`src/hdl/psog_pkg.sv`:
```
// Shared types, constants and the arctangent table for the polygon/star outline generator.
package psog_pkg;

    localparam int MAX_POINTS_DEF   = 32;
    localparam int CORDIC_STEPS_DEF = 16;
    localparam int SEG_LIMIT        = 64;
    localparam int SEG_W            = 7;
    localparam int ATAN_LEN         = 24;
    localparam int ATAN_IW          = 5;
    localparam int CW               = 34;   // CORDIC working width
    localparam logic [CW-1:0] CORDIC_GAIN = CW'(652032874);

    localparam logic [31:0] ATAN_TURN [ATAN_LEN] = '{
        32'd536870912, 32'd316933406, 32'd167458907, 32'd85004756,
        32'd42667331,  32'd21354465,  32'd10679838,  32'd5340245,
        32'd2670163,   32'd1335087,   32'd667544,    32'd333772,
        32'd166886,    32'd83443,     32'd41721,     32'd20860,
        32'd10430,     32'd5215,      32'd2607,      32'd1303,
        32'd651,       32'd325,       32'd162,       32'd81
    };

    // Controller to datapath commands
    typedef struct packed {
        logic load_req;
        logic div_start;
        logic div_take;
        logic cordic_start;
        logic do_mul;
        logic do_sum;
        logic emit;
    } t_cmd;

    // Datapath to controller status
    typedef struct packed {
        logic div_done;
        logic cordic_done;
        logic first;
        logic last;
        logic out_free;
    } t_sts;

endpackage

```
`src/hdl/psog_div.sv`:
```
// Restoring divider: turn / n, one quotient bit per cycle.
module psog_div import psog_pkg::*; #(
    parameter int NW = 7
) (
    input  logic          i_clk,
    input  logic          i_rst_n,
    input  logic          i_start,
    input  logic          i_star,
    input  logic [NW-1:0] i_n,
    output logic          o_done,
    output logic [31:0]   o_quo,
    output logic [NW-1:0] o_rem
);
    localparam int DW = 33;

    logic [DW-1:0] r_dvd, n_dvd;
    logic [DW-1:0] r_quo, n_quo;
    logic [NW-1:0] r_rem, n_rem;
    logic [5:0]    r_cnt, n_cnt;
    logic          r_busy, n_busy;
    logic          r_done, n_done;
    logic [NW:0]   w_t;

    assign w_t = {r_rem, r_dvd[DW-1]};

    always_comb begin
        n_dvd  = r_dvd;
        n_quo  = r_quo;
        n_rem  = r_rem;
        n_cnt  = r_cnt;
        n_busy = r_busy;
        n_done = 1'b0;
        if (i_start) begin
            n_dvd  = i_star ? (DW'(1) << 31) : (DW'(1) << 32);
            n_quo  = '0;
            n_rem  = '0;
            n_cnt  = 6'(DW - 1);
            n_busy = 1'b1;
        end else if (r_busy) begin
            n_dvd = {r_dvd[DW-2:0], 1'b0};
            if (w_t >= {1'b0, i_n}) begin
                n_rem = NW'(w_t - {1'b0, i_n});
                n_quo = {r_quo[DW-2:0], 1'b1};
            end else begin
                n_rem = w_t[NW-1:0];
                n_quo = {r_quo[DW-2:0], 1'b0};
            end
            n_cnt = r_cnt - 6'd1;
            if (r_cnt == '0) begin
                n_busy = 1'b0;
                n_done = 1'b1;
            end
        end
    end

    always_ff @(posedge i_clk) begin
        r_dvd <= n_dvd;
        r_quo <= n_quo;
        r_rem <= n_rem;
        r_cnt <= n_cnt;
        if (!i_rst_n) begin
            r_busy <= 1'b0;
            r_done <= 1'b0;
        end else begin
            r_busy <= n_busy;
            r_done <= n_done;
        end
    end

    assign o_done = r_done;
    assign o_quo  = r_quo[31:0];
    assign o_rem  = r_rem;
endmodule

```
`src/hdl/psog_cordic.sv`:
```
// Iterative CORDIC: cosine and sine of a 32-bit turn fraction in Q30, one step per cycle.
module psog_cordic import psog_pkg::*; #(
    parameter int STEPS = CORDIC_STEPS_DEF
) (
    input  logic               i_clk,
    input  logic               i_rst_n,
    input  logic               i_start,
    input  logic [31:0]        i_angle,
    output logic               o_done,
    output logic signed [31:0] o_cos,
    output logic signed [31:0] o_sin
);
    localparam int IW = (STEPS > 1) ? $clog2(STEPS) : 1;
    localparam logic signed [CW-1:0] QTR  = CW'(64'sd1073741824);
    localparam logic signed [CW-1:0] HALF = CW'(64'sd2147483648);

    logic signed [CW-1:0] r_x, r_y, r_z, n_x, n_y, n_z;
    logic signed [CW-1:0] w_z0, w_dx, w_dy, w_at, w_xo, w_yo;
    logic [IW-1:0]        r_i, n_i;
    logic                 r_neg, n_neg, r_busy, n_busy, r_done, n_done;

    assign w_z0 = CW'($signed(i_angle));
    assign w_dx = r_y >>> r_i;
    assign w_dy = r_x >>> r_i;
    assign w_at = $signed({{(CW-32){1'b0}}, ATAN_TURN[ATAN_IW'(r_i)]});

    always_comb begin
        n_x = r_x; n_y = r_y; n_z = r_z; n_i = r_i;
        n_neg = r_neg; n_busy = r_busy; n_done = 1'b0;
        if (i_start) begin
            // fold into the right half plane
            n_x = $signed(CORDIC_GAIN);
            n_y = '0;
            n_i = '0;
            n_busy = 1'b1;
            if (w_z0 > QTR) begin
                n_z = w_z0 - HALF; n_neg = 1'b1;
            end else if (w_z0 < -QTR) begin
                n_z = w_z0 + HALF; n_neg = 1'b1;
            end else begin
                n_z = w_z0; n_neg = 1'b0;
            end
        end else if (r_busy) begin
            if (!r_z[CW-1]) begin
                n_x = r_x - w_dx; n_y = r_y + w_dy; n_z = r_z - w_at;
            end else begin
                n_x = r_x + w_dx; n_y = r_y - w_dy; n_z = r_z + w_at;
            end
            n_i = r_i + IW'(1);
            if (r_i == IW'(STEPS - 1)) begin
                n_busy = 1'b0;
                n_done = 1'b1;
            end
        end
    end

    always_ff @(posedge i_clk) begin
        r_x <= n_x; r_y <= n_y; r_z <= n_z; r_i <= n_i; r_neg <= n_neg;
        if (!i_rst_n) begin
            r_busy <= 1'b0;
            r_done <= 1'b0;
        end else begin
            r_busy <= n_busy;
            r_done <= n_done;
        end
    end

    assign w_xo   = r_neg ? -r_x : r_x;
    assign w_yo   = r_neg ? -r_y : r_y;
    assign o_cos  = w_xo[31:0];
    assign o_sin  = w_yo[31:0];
    assign o_done = r_done;
endmodule

```
`src/hdl/psog_dp.sv`:
```
// Datapath: request hold, vertex angle stepping, radius scaling and the output word register.
module psog_dp import psog_pkg::*; #(
    parameter int MAX_POINTS   = MAX_POINTS_DEF,
    parameter int CORDIC_STEPS = CORDIC_STEPS_DEF
) (
    input  logic         i_clk,
    input  logic         i_rst_n,
    input  t_cmd         i_cmd,
    output t_sts         o_sts,
    input  logic         i_req_type,
    input  logic [111:0] i_req_data,
    input  logic         i_out_ready,
    output logic         o_out_valid,
    output logic [87:0]  o_out_data,
    output logic         o_out_last
);
    localparam int NW = $clog2(MAX_POINTS + 1);

    logic                r_star;
    logic signed [15:0]  r_cx, r_cy;
    logic [14:0]         r_ro, r_ri;
    logic [15:0]         r_start;
    logic [23:0]         r_rgb;
    logic [NW-1:0]       r_n, w_n;
    logic [SEG_W-1:0]    r_segs, r_vtx;
    logic [7:0]          w_segs;
    logic [5:0]          w_cnt;
    logic [31:0]         r_q, r_qstep;
    logic [NW-1:0]       r_r, r_rstep;
    logic [NW:0]         w_rsum;
    logic                div_done, cor_done;
    logic [31:0]         div_quo;
    logic [NW-1:0]       div_rem;
    logic signed [31:0]  cor_cos, cor_sin;
    logic signed [47:0]  r_px, r_py;
    logic signed [15:0]  w_rad;
    logic signed [15:0]  r_x_prev, r_y_prev, r_x_cur, r_y_cur;
    logic                r_out_valid;
    logic [87:0]         r_out_data;
    logic                r_out_last;

    assign w_cnt = i_req_data[83:78];
    always_comb begin
        if (w_cnt == '0)
            w_n = NW'(1);
        else if ({1'b0, w_cnt} > 7'(MAX_POINTS))
            w_n = NW'(MAX_POINTS);
        else
            w_n = NW'(w_cnt);
        w_segs = i_req_type ? 8'({w_n, 1'b0}) : 8'(w_n);
        if (w_segs > 8'(SEG_LIMIT))
            w_segs = 8'(SEG_LIMIT);
    end

    psog_div #(.NW(NW)) u_div (
        .i_clk(i_clk), .i_rst_n(i_rst_n), .i_start(i_cmd.div_start),
        .i_star(r_star), .i_n(r_n), .o_done(div_done), .o_quo(div_quo), .o_rem(div_rem)
    );

    psog_cordic #(.STEPS(CORDIC_STEPS)) u_cordic (
        .i_clk(i_clk), .i_rst_n(i_rst_n), .i_start(i_cmd.cordic_start),
        .i_angle({r_start, 16'd0} + r_q),
        .o_done(cor_done), .o_cos(cor_cos), .o_sin(cor_sin)
    );

    // star vertices alternate outer and inner radius
    assign w_rad  = $signed({1'b0, (r_star && r_vtx[0]) ? r_ri : r_ro});
    assign w_rsum = {1'b0, r_r} + {1'b0, r_rstep};

    function automatic logic signed [15:0] coord(input logic signed [15:0] c,
                                                 input logic signed [47:0] p);
        logic signed [47:0] rnd;
        logic signed [18:0] s;
        begin
            rnd = p + 48'sd536870912;
            s   = 19'(rnd >>> 30) + 19'(c);
            if (s > 19'sd32767)
                coord = 16'sd32767;
            else if (s < -19'sd32768)
                coord = -16'sd32768;
            else
                coord = s[15:0];
        end
    endfunction

    always_ff @(posedge i_clk) begin
        if (i_cmd.load_req) begin
            r_star  <= i_req_type;
            r_cx    <= i_req_data[15:0];
            r_cy    <= i_req_data[31:16];
            r_ro    <= i_req_data[46:32];
            r_ri    <= i_req_data[61:47];
            r_start <= i_req_data[77:62];
            r_rgb   <= i_req_data[107:84];
            r_n     <= w_n;
        end
        if (i_cmd.div_take) begin
            r_qstep <= div_quo;
            r_rstep <= div_rem;
            r_q     <= '0;
            r_r     <= '0;
        end
        if (i_cmd.do_mul) begin
            r_px <= 48'(w_rad) * 48'(cor_cos);
            r_py <= 48'(w_rad) * 48'(cor_sin);
        end
        if (i_cmd.do_sum) begin
            r_x_cur <= coord(r_cx, r_px);
            r_y_cur <= coord(r_cy, r_py);
        end
        // advance to the next vertex
        if ((i_cmd.do_sum && r_vtx == '0) || i_cmd.emit) begin
            if (w_rsum >= {1'b0, r_n}) begin
                r_r <= NW'(w_rsum - {1'b0, r_n});
                r_q <= r_q + r_qstep + 32'd1;
            end else begin
                r_r <= w_rsum[NW-1:0];
                r_q <= r_q + r_qstep;
            end
        end
        if (i_cmd.do_sum && r_vtx == '0) begin
            r_x_prev <= coord(r_cx, r_px);
            r_y_prev <= coord(r_cy, r_py);
        end
        if (i_cmd.emit) begin
            r_out_data <= {r_rgb, r_y_cur, r_x_cur, r_y_prev, r_x_prev};
            r_out_last <= (r_vtx == r_segs);
            r_x_prev   <= r_x_cur;
            r_y_prev   <= r_y_cur;
        end
        if (!i_rst_n) begin
            r_segs      <= '0;
            r_vtx       <= '0;
            r_out_valid <= 1'b0;
        end else begin
            if (i_cmd.load_req) begin
                r_segs <= w_segs[SEG_W-1:0];
                r_vtx  <= '0;
            end else if ((i_cmd.do_sum && r_vtx == '0) || i_cmd.emit) begin
                r_vtx <= r_vtx + SEG_W'(1);
            end
            if (i_cmd.emit)
                r_out_valid <= 1'b1;
            else if (i_out_ready)
                r_out_valid <= 1'b0;
        end
    end

    assign o_sts.div_done    = div_done;
    assign o_sts.cordic_done = cor_done;
    assign o_sts.first       = (r_vtx == '0);
    assign o_sts.last        = (r_vtx == r_segs);
    assign o_sts.out_free    = !r_out_valid || i_out_ready;

    assign o_out_valid = r_out_valid;
    assign o_out_data  = r_out_data;
    assign o_out_last  = r_out_last;

    a_emit_free: assert property (@(posedge i_clk) disable iff (!i_rst_n)
        i_cmd.emit |-> (!r_out_valid || i_out_ready))
        else $error("output word overwritten");
    // the index steps one past the count on the last word and holds there until the next load
    a_vtx_range: assert property (@(posedge i_clk) disable iff (!i_rst_n)
        r_vtx <= r_segs + SEG_W'(1))
        else $error("vertex index past segment count");
    a_valid_src: assert property (@(posedge i_clk) disable iff (!i_rst_n)
        $rose(r_out_valid) |-> $past(i_cmd.emit))
        else $error("output valid without emit");
endmodule

```
`src/hdl/psog_ctrl.sv`:
```
// Controller state machine sequencing the divide once per request, then CORDIC, scale and emit per vertex.
module psog_ctrl import psog_pkg::*; (
    input  logic i_clk,
    input  logic i_rst_n,
    input  logic i_in_valid,
    output logic o_in_ready,
    input  t_sts i_sts,
    output t_cmd o_cmd
);
    localparam logic [2:0] S_IDLE = 3'd0;
    localparam logic [2:0] S_DIV  = 3'd1;
    localparam logic [2:0] S_CST  = 3'd2;
    localparam logic [2:0] S_CWT  = 3'd3;
    localparam logic [2:0] S_MUL  = 3'd4;
    localparam logic [2:0] S_SUM  = 3'd5;
    localparam logic [2:0] S_EMIT = 3'd6;

    logic [2:0] r_state, n_state;

    always_comb begin
        n_state = r_state;
        o_cmd   = '0;
        case (r_state)
            S_IDLE: begin
                if (i_in_valid) begin
                    o_cmd.load_req = 1'b1;
                    n_state = S_DIV;
                end
            end
            S_DIV: begin
                // first cycle here kicks the divider; wait for its done pulse
                if (i_sts.div_done) begin
                    o_cmd.div_take = 1'b1;
                    n_state = S_CST;
                end
            end
            S_CST: begin
                o_cmd.cordic_start = 1'b1;
                n_state = S_CWT;
            end
            S_CWT: begin
                if (i_sts.cordic_done)
                    n_state = S_MUL;
            end
            S_MUL: begin
                o_cmd.do_mul = 1'b1;
                n_state = S_SUM;
            end
            S_SUM: begin
                o_cmd.do_sum = 1'b1;
                n_state = i_sts.first ? S_CST : S_EMIT;
            end
            S_EMIT: begin
                if (i_sts.out_free) begin
                    o_cmd.emit = 1'b1;
                    n_state = i_sts.last ? S_IDLE : S_CST;
                end
            end
            default: n_state = S_IDLE;
        endcase
    end

    always_ff @(posedge i_clk) begin
        if (!i_rst_n) begin
            r_state <= S_IDLE;
        end else begin
            r_state <= n_state;
        end
    end

    assign o_in_ready = (r_state == S_IDLE);

    a_one_start: assert property (@(posedge i_clk) disable iff (!i_rst_n)
        $countones({o_cmd.load_req, o_cmd.cordic_start, o_cmd.do_mul, o_cmd.do_sum,
                    o_cmd.emit}) <= 1)
        else $error("conflicting commands");
    a_kick: assert property (@(posedge i_clk) disable iff (!i_rst_n)
        o_cmd.load_req |=> r_state == S_DIV)
        else $error("divider not waited for");
    a_idle_after_last: assert property (@(posedge i_clk) disable iff (!i_rst_n)
        (o_cmd.emit && i_sts.last) |=> o_in_ready)
        else $error("not idle after last word");
endmodule

```
`src/hdl/polygon_star_outline_generator.sv`:
```
// One request in, its outline out as one word per line segment: n words for a polygon,
// 2n (at most 64) for a star. The divider first sets the vertex angle step, then each
// vertex goes once through the shared iterative CORDIC unit and is scaled by its radius;
// every vertex but the first is then handed to the output register as a segment end.
// A new request is taken once the last word of the previous one sits in the output
// register.
module polygon_star_outline_generator import psog_pkg::*; #(
    parameter int MAX_POINTS   = MAX_POINTS_DEF,
    parameter int CORDIC_STEPS = CORDIC_STEPS_DEF
) (
    input  logic         i_clk,
    input  logic         i_rst_n,
    input  logic         s_axis_tvalid,
    output logic         s_axis_tready,
    // center_x, center_y, outer_radius, inner_radius, start_angle, point_count,
    // color_red, color_green, color_blue, zero pad
    input  logic [111:0] s_axis_tdata,
    // req_type
    input  logic         s_axis_tuser,
    output logic         m_axis_tvalid,
    input  logic         m_axis_tready,
    // seg_x0, seg_y0, seg_x1, seg_y1, out_red, out_green, out_blue
    output logic [87:0]  m_axis_tdata,
    output logic         m_axis_tlast
);
    t_cmd cmd_raw, cmd;
    t_sts sts;
    logic r_kick;

    psog_ctrl u_ctrl (
        .i_clk(i_clk), .i_rst_n(i_rst_n), .i_in_valid(s_axis_tvalid),
        .o_in_ready(s_axis_tready), .i_sts(sts), .o_cmd(cmd_raw)
    );

    // start the divider the cycle after the request lands
    always_ff @(posedge i_clk) begin
        if (!i_rst_n)
            r_kick <= 1'b0;
        else
            r_kick <= cmd_raw.load_req;
    end
    always_comb begin
        cmd = cmd_raw;
        cmd.div_start = r_kick;
    end

    psog_dp #(.MAX_POINTS(MAX_POINTS), .CORDIC_STEPS(CORDIC_STEPS)) u_dp (
        .i_clk(i_clk), .i_rst_n(i_rst_n), .i_cmd(cmd), .o_sts(sts),
        .i_req_type(s_axis_tuser), .i_req_data(s_axis_tdata),
        .i_out_ready(m_axis_tready), .o_out_valid(m_axis_tvalid),
        .o_out_data(m_axis_tdata), .o_out_last(m_axis_tlast)
    );
endmodule

```
`config.mk`:
```
export PLATFORM = sky130hd
export DESIGN_NAME = polygon_star_outline_generator
export DESIGN_NICKNAME = d
export VERILOG_FILES = /design/src/hdl/psog_pkg.sv /design/src/hdl/psog_div.sv /design/src/hdl/psog_cordic.sv /design/src/hdl/psog_dp.sv /design/src/hdl/psog_ctrl.sv /design/src/hdl/polygon_star_outline_generator.sv
export SDC_FILE = /design/constraint.sdc
export NUM_CORES = 2
export LEC_CHECK = 0
export BUFFER_PORTS_ARGS = -buffer_cell sky130_fd_sc_hd__clkbuf_2
export CORE_MARGIN = 2
export CORE_UTILIZATION = 35
export DETAILED_ROUTE_END_ITERATION = 8
export PLACE_DENSITY = 0.53
export SLEW_MARGIN = 40
export SYNTH_ARGS = -nofsm -noshare
export SYNTH_HDL_FRONTEND = slang
export SYNTH_SLANG_ARGS = --single-unit
```
`constraint.sdc`:
```
create_clock -name i_clk -period 14.15 [get_ports i_clk]
set_clock_uncertainty 0.05 [all_clocks]
set_input_delay 1.415 -clock i_clk [delete_from_list [all_inputs] [get_ports i_clk]]
set_output_delay 1.415 -clock i_clk [all_outputs]
set_load 0.1 [all_outputs]
```
==> impl_results.md <==
* Outcome: complete, no violations
* Ys flop type: edfxtp_1
* Worst-Margin Slew at 0.913 ns
* Fmax at 0.0970 GHz
* Final WL at 198 mm
* Synth top area share at 26.6%
* Final min period at 10.31 ns
* Busiest layer in global routing: met2
* H-tree depth at 3
* Post-route DRC at 0
* Chip width at 448 um
* Die area at 201000 um2
* GRT Util Overall at 19.8%
* Syn nets at 8836
* Clk_lat worst skew at 0.72 ns
* Layout cell share with drive strength beyond 1 at 9.05%
* Number of distinct library cells after synthesis at 105
* GR Layer Usage met3 at 3.16%
* Post-Syn Area at 69000 um2
* Max stage delay on crit path at 0.55 ns
* Via density at 5.15
* Arrival @ worst endpoint at 10.69 ns
* Yosys warnings at 0
* Post-synthesis sequential area ratio at 22.0%
* Met1 usage at 25.8%
* Critical Path Slowest Stage Cell: or4_1
* Clk buf depth at 3
* Crit path top cell by count: fa_1
* Fin nets at 8912
* Max Cap Violations at 0
* Post-synth EDFFs at 413
* Mapped Avg Cell Area at 9.37 um2
* Inserted Clock Buffers at 72
* Relative slew margins at 39.1%
* Slew Limit Fails at 0
* WP buf/inv at 4
* DP HPWL at 154 mm
* Hold buffer count at CTS at 0
* RSZ-0062 raised after global routing: false
* Grt ovf at 0
* Post-CTS Resized at 0
* Post-synth top cells: 1021 x inv_1, 916 x fa_1, 900 x nor2_1
* Worst path top cell family by delay: adder cells
* Tcrit/Tclk final at 72.8%
* Post-DRT Antenna Nets at 0
* Placer Congestion at 0.913
* Worst path required time at 14.53 ns
* Routed len/inst at 19.5 um
* Core area at 195000 um2
* Clk slew on worst S/H paths at 0.06 ns
* Via count of the routed design at 52200
* First-pass GRT wire length at 310 mm
* Final hold vios at 0
* CTS tree: built
* Crit Path Class: reg -> reg
* Met2 usage at 33.7%
* Synth area leaders: fa_1 27%, edfxtp_1 18%, ha_1 7.9%
* Setup_tns at 0 ns
* Most frequent cell after synthesis: inv_1
* # rows at 162
* Vias in the first global route at 54500
* 1st-iter DRT viols at 3563
* Crit end category: flop
* DR pass1 iterations at 6
* Initial Util at 35.3%
* Seq cells post-synth at 552
* CTS Sinks at 552
* PortBufs at 203
* CTS Root Cell: clkbuf_16
* Startpoint class of the critical path: flop
* Largest net degree at the start of global routing at 87
* P&R area growth vs syn at 10.1%
* Synthesized instance count at 7365
* Post-CTS Setup Bufs at 0
* Initial antenna violation count at 5
* Hold Path Class: reg -> reg
* Critical path peak fanout at 12
* I/O Pins at 208
* Post-synth ARST share at 0%
* Cell taking the most area after synthesis: fa_1
* Die height at 448 um
* Count of final setup violators at 0
-- routing by layer --
| layer | vias up | part of all wire, % |
|---|---|---|
| met2 | 1501 | 47 |
| met3 | 321 | 6.2 |
| met5 | - | 0.013 |
| met1 | 26000 | 43 |
| li1 | 24300 | - |
| met4 | 4 | 3.4 |
-- final cells by class --
cell class	instances	area (um2)
Inverter	1027	3870
Antenna cell	2	5.00
Timing Repair Buffer	321	1980
Fill cell	19600	119000
Sequential cell	552	15200
Multi-Input combinational cell	5467	49200
Clock buffer	91	1960
Clock inverter	43	527
Tap cell	2624	3280
-- cell usage in the layout, fill, tap and decap left out, drive strengths merged, types with 24 or more instances in the layout --
cell | synthesis | final
a211oi | 40 | 40
clkbuf | 242 | 294
o21ai | 211 | 211
inv | 1023 | 1030
mux2i | 137 | 137
o31ai | 29 | 29
xnor2 | 289 | 289
and2 | 53 | 53
o211ai | 29 | 29
nand2 | 844 | 844
and3 | 40 | 40
o21a | 45 | 45
a31oi | 36 | 36
nand3 | 101 | 101
xor2 | 195 | 195
a21oi | 343 | 343
nor2 | 900 | 900
nand4 | 41 | 41
fa | 916 | 916
buf | 76 | 118
nand2b | 59 | 59
mux4 | 65 | 65
edfxtp | 413 | 413
nor2b | 60 | 60
or3 | 28 | 28
nor3 | 81 | 81
ha | 438 | 438
nor4 | 24 | 24
o21bai | 37 | 37
dfxtp | 139 | 139
clkinv | 4 | 26
a21o | 114 | 114
mux2 | 52 | 52
-- cells by family after synthesis --
kind of cell	Yosys count	synth area share, %
adders and majority gates	1354	34.5
AOI/OAI and AO/OA	1060	9.83
muxes	254	5.08
buffers and inverters	1346	7.80
xor gates and xnor gates	484	6.17
and+or+nand+nor	2315	14.6
DFF	552	22.0
-- flip-flops by register name (all words and copies together) (netlist names), 7 cells and up --
signal             count
u_dp.u_cordic.r_z     34
u_dp.r_y_prev         16
u_dp.r_cx             16
u_dp.r_q              32
u_dp.r_start          16
u_dp.r_py             19
u_dp.r_rgb            24
u_dp.r_segs            7
u_dp.r_x_prev         16
u_dp.u_cordic.r_y     34
u_dp.r_px             19
u_dp.r_qstep          32
u_dp.r_ro             15
u_dp.r_cy             16
u_dp.r_vtx             7
u_dp.u_div.r_quo      32
u_dp.r_ri             15
u_dp.r_x_cur          16
u_dp.r_y_cur          16
u_dp.u_cordic.r_x     34
u_dp.o_out_data       88
-- through the flow --
step | hold slack, ns | util, % | worst slack [ns] | std cells | instance area, um2
2_1_floorplan | 0.350 | - | 4.91 | 7365 | 69000
3_3_place_gp | 0.351 | 37.3 | 3.60 | 9987 | 72800
3_5_place_dp | 0.355 | 37.5 | 3.88 | 9989 | 73300
4_1_cts | 0.364 | 38.8 | 3.82 | 10100 | 75800
5_1_grt | 0.370 | 38.9 | 3.17 | 10100 | 76000
6_report | 0.360 | 38.9 | 3.84 | 10100 | 76000
-- worst paths after layout --
kind                                     start                             to  slack [ns]  cells after the start
max          u_dp.u_cordic.r_y[0]$_SDFFE_PP0P_        u_dp.r_py[44]$_DFFE_PN_        3.84                     33
min                 u_dp.r_y_prev[2]$_DFFE_PP_  u_dp.o_out_data[18]$_DFFE_PP_        0.36                      0
max reg2reg  u_dp.u_cordic.r_y[0]$_SDFFE_PP0P_        u_dp.r_py[44]$_DFFE_PN_        3.84                     33
min reg2reg         u_dp.r_y_prev[2]$_DFFE_PP_  u_dp.o_out_data[18]$_DFFE_PP_        0.36                      0
Power is left out: the tool's default activity adds up to more than one toggle a clock period on the data nets, which glitch-free logic cannot reach.
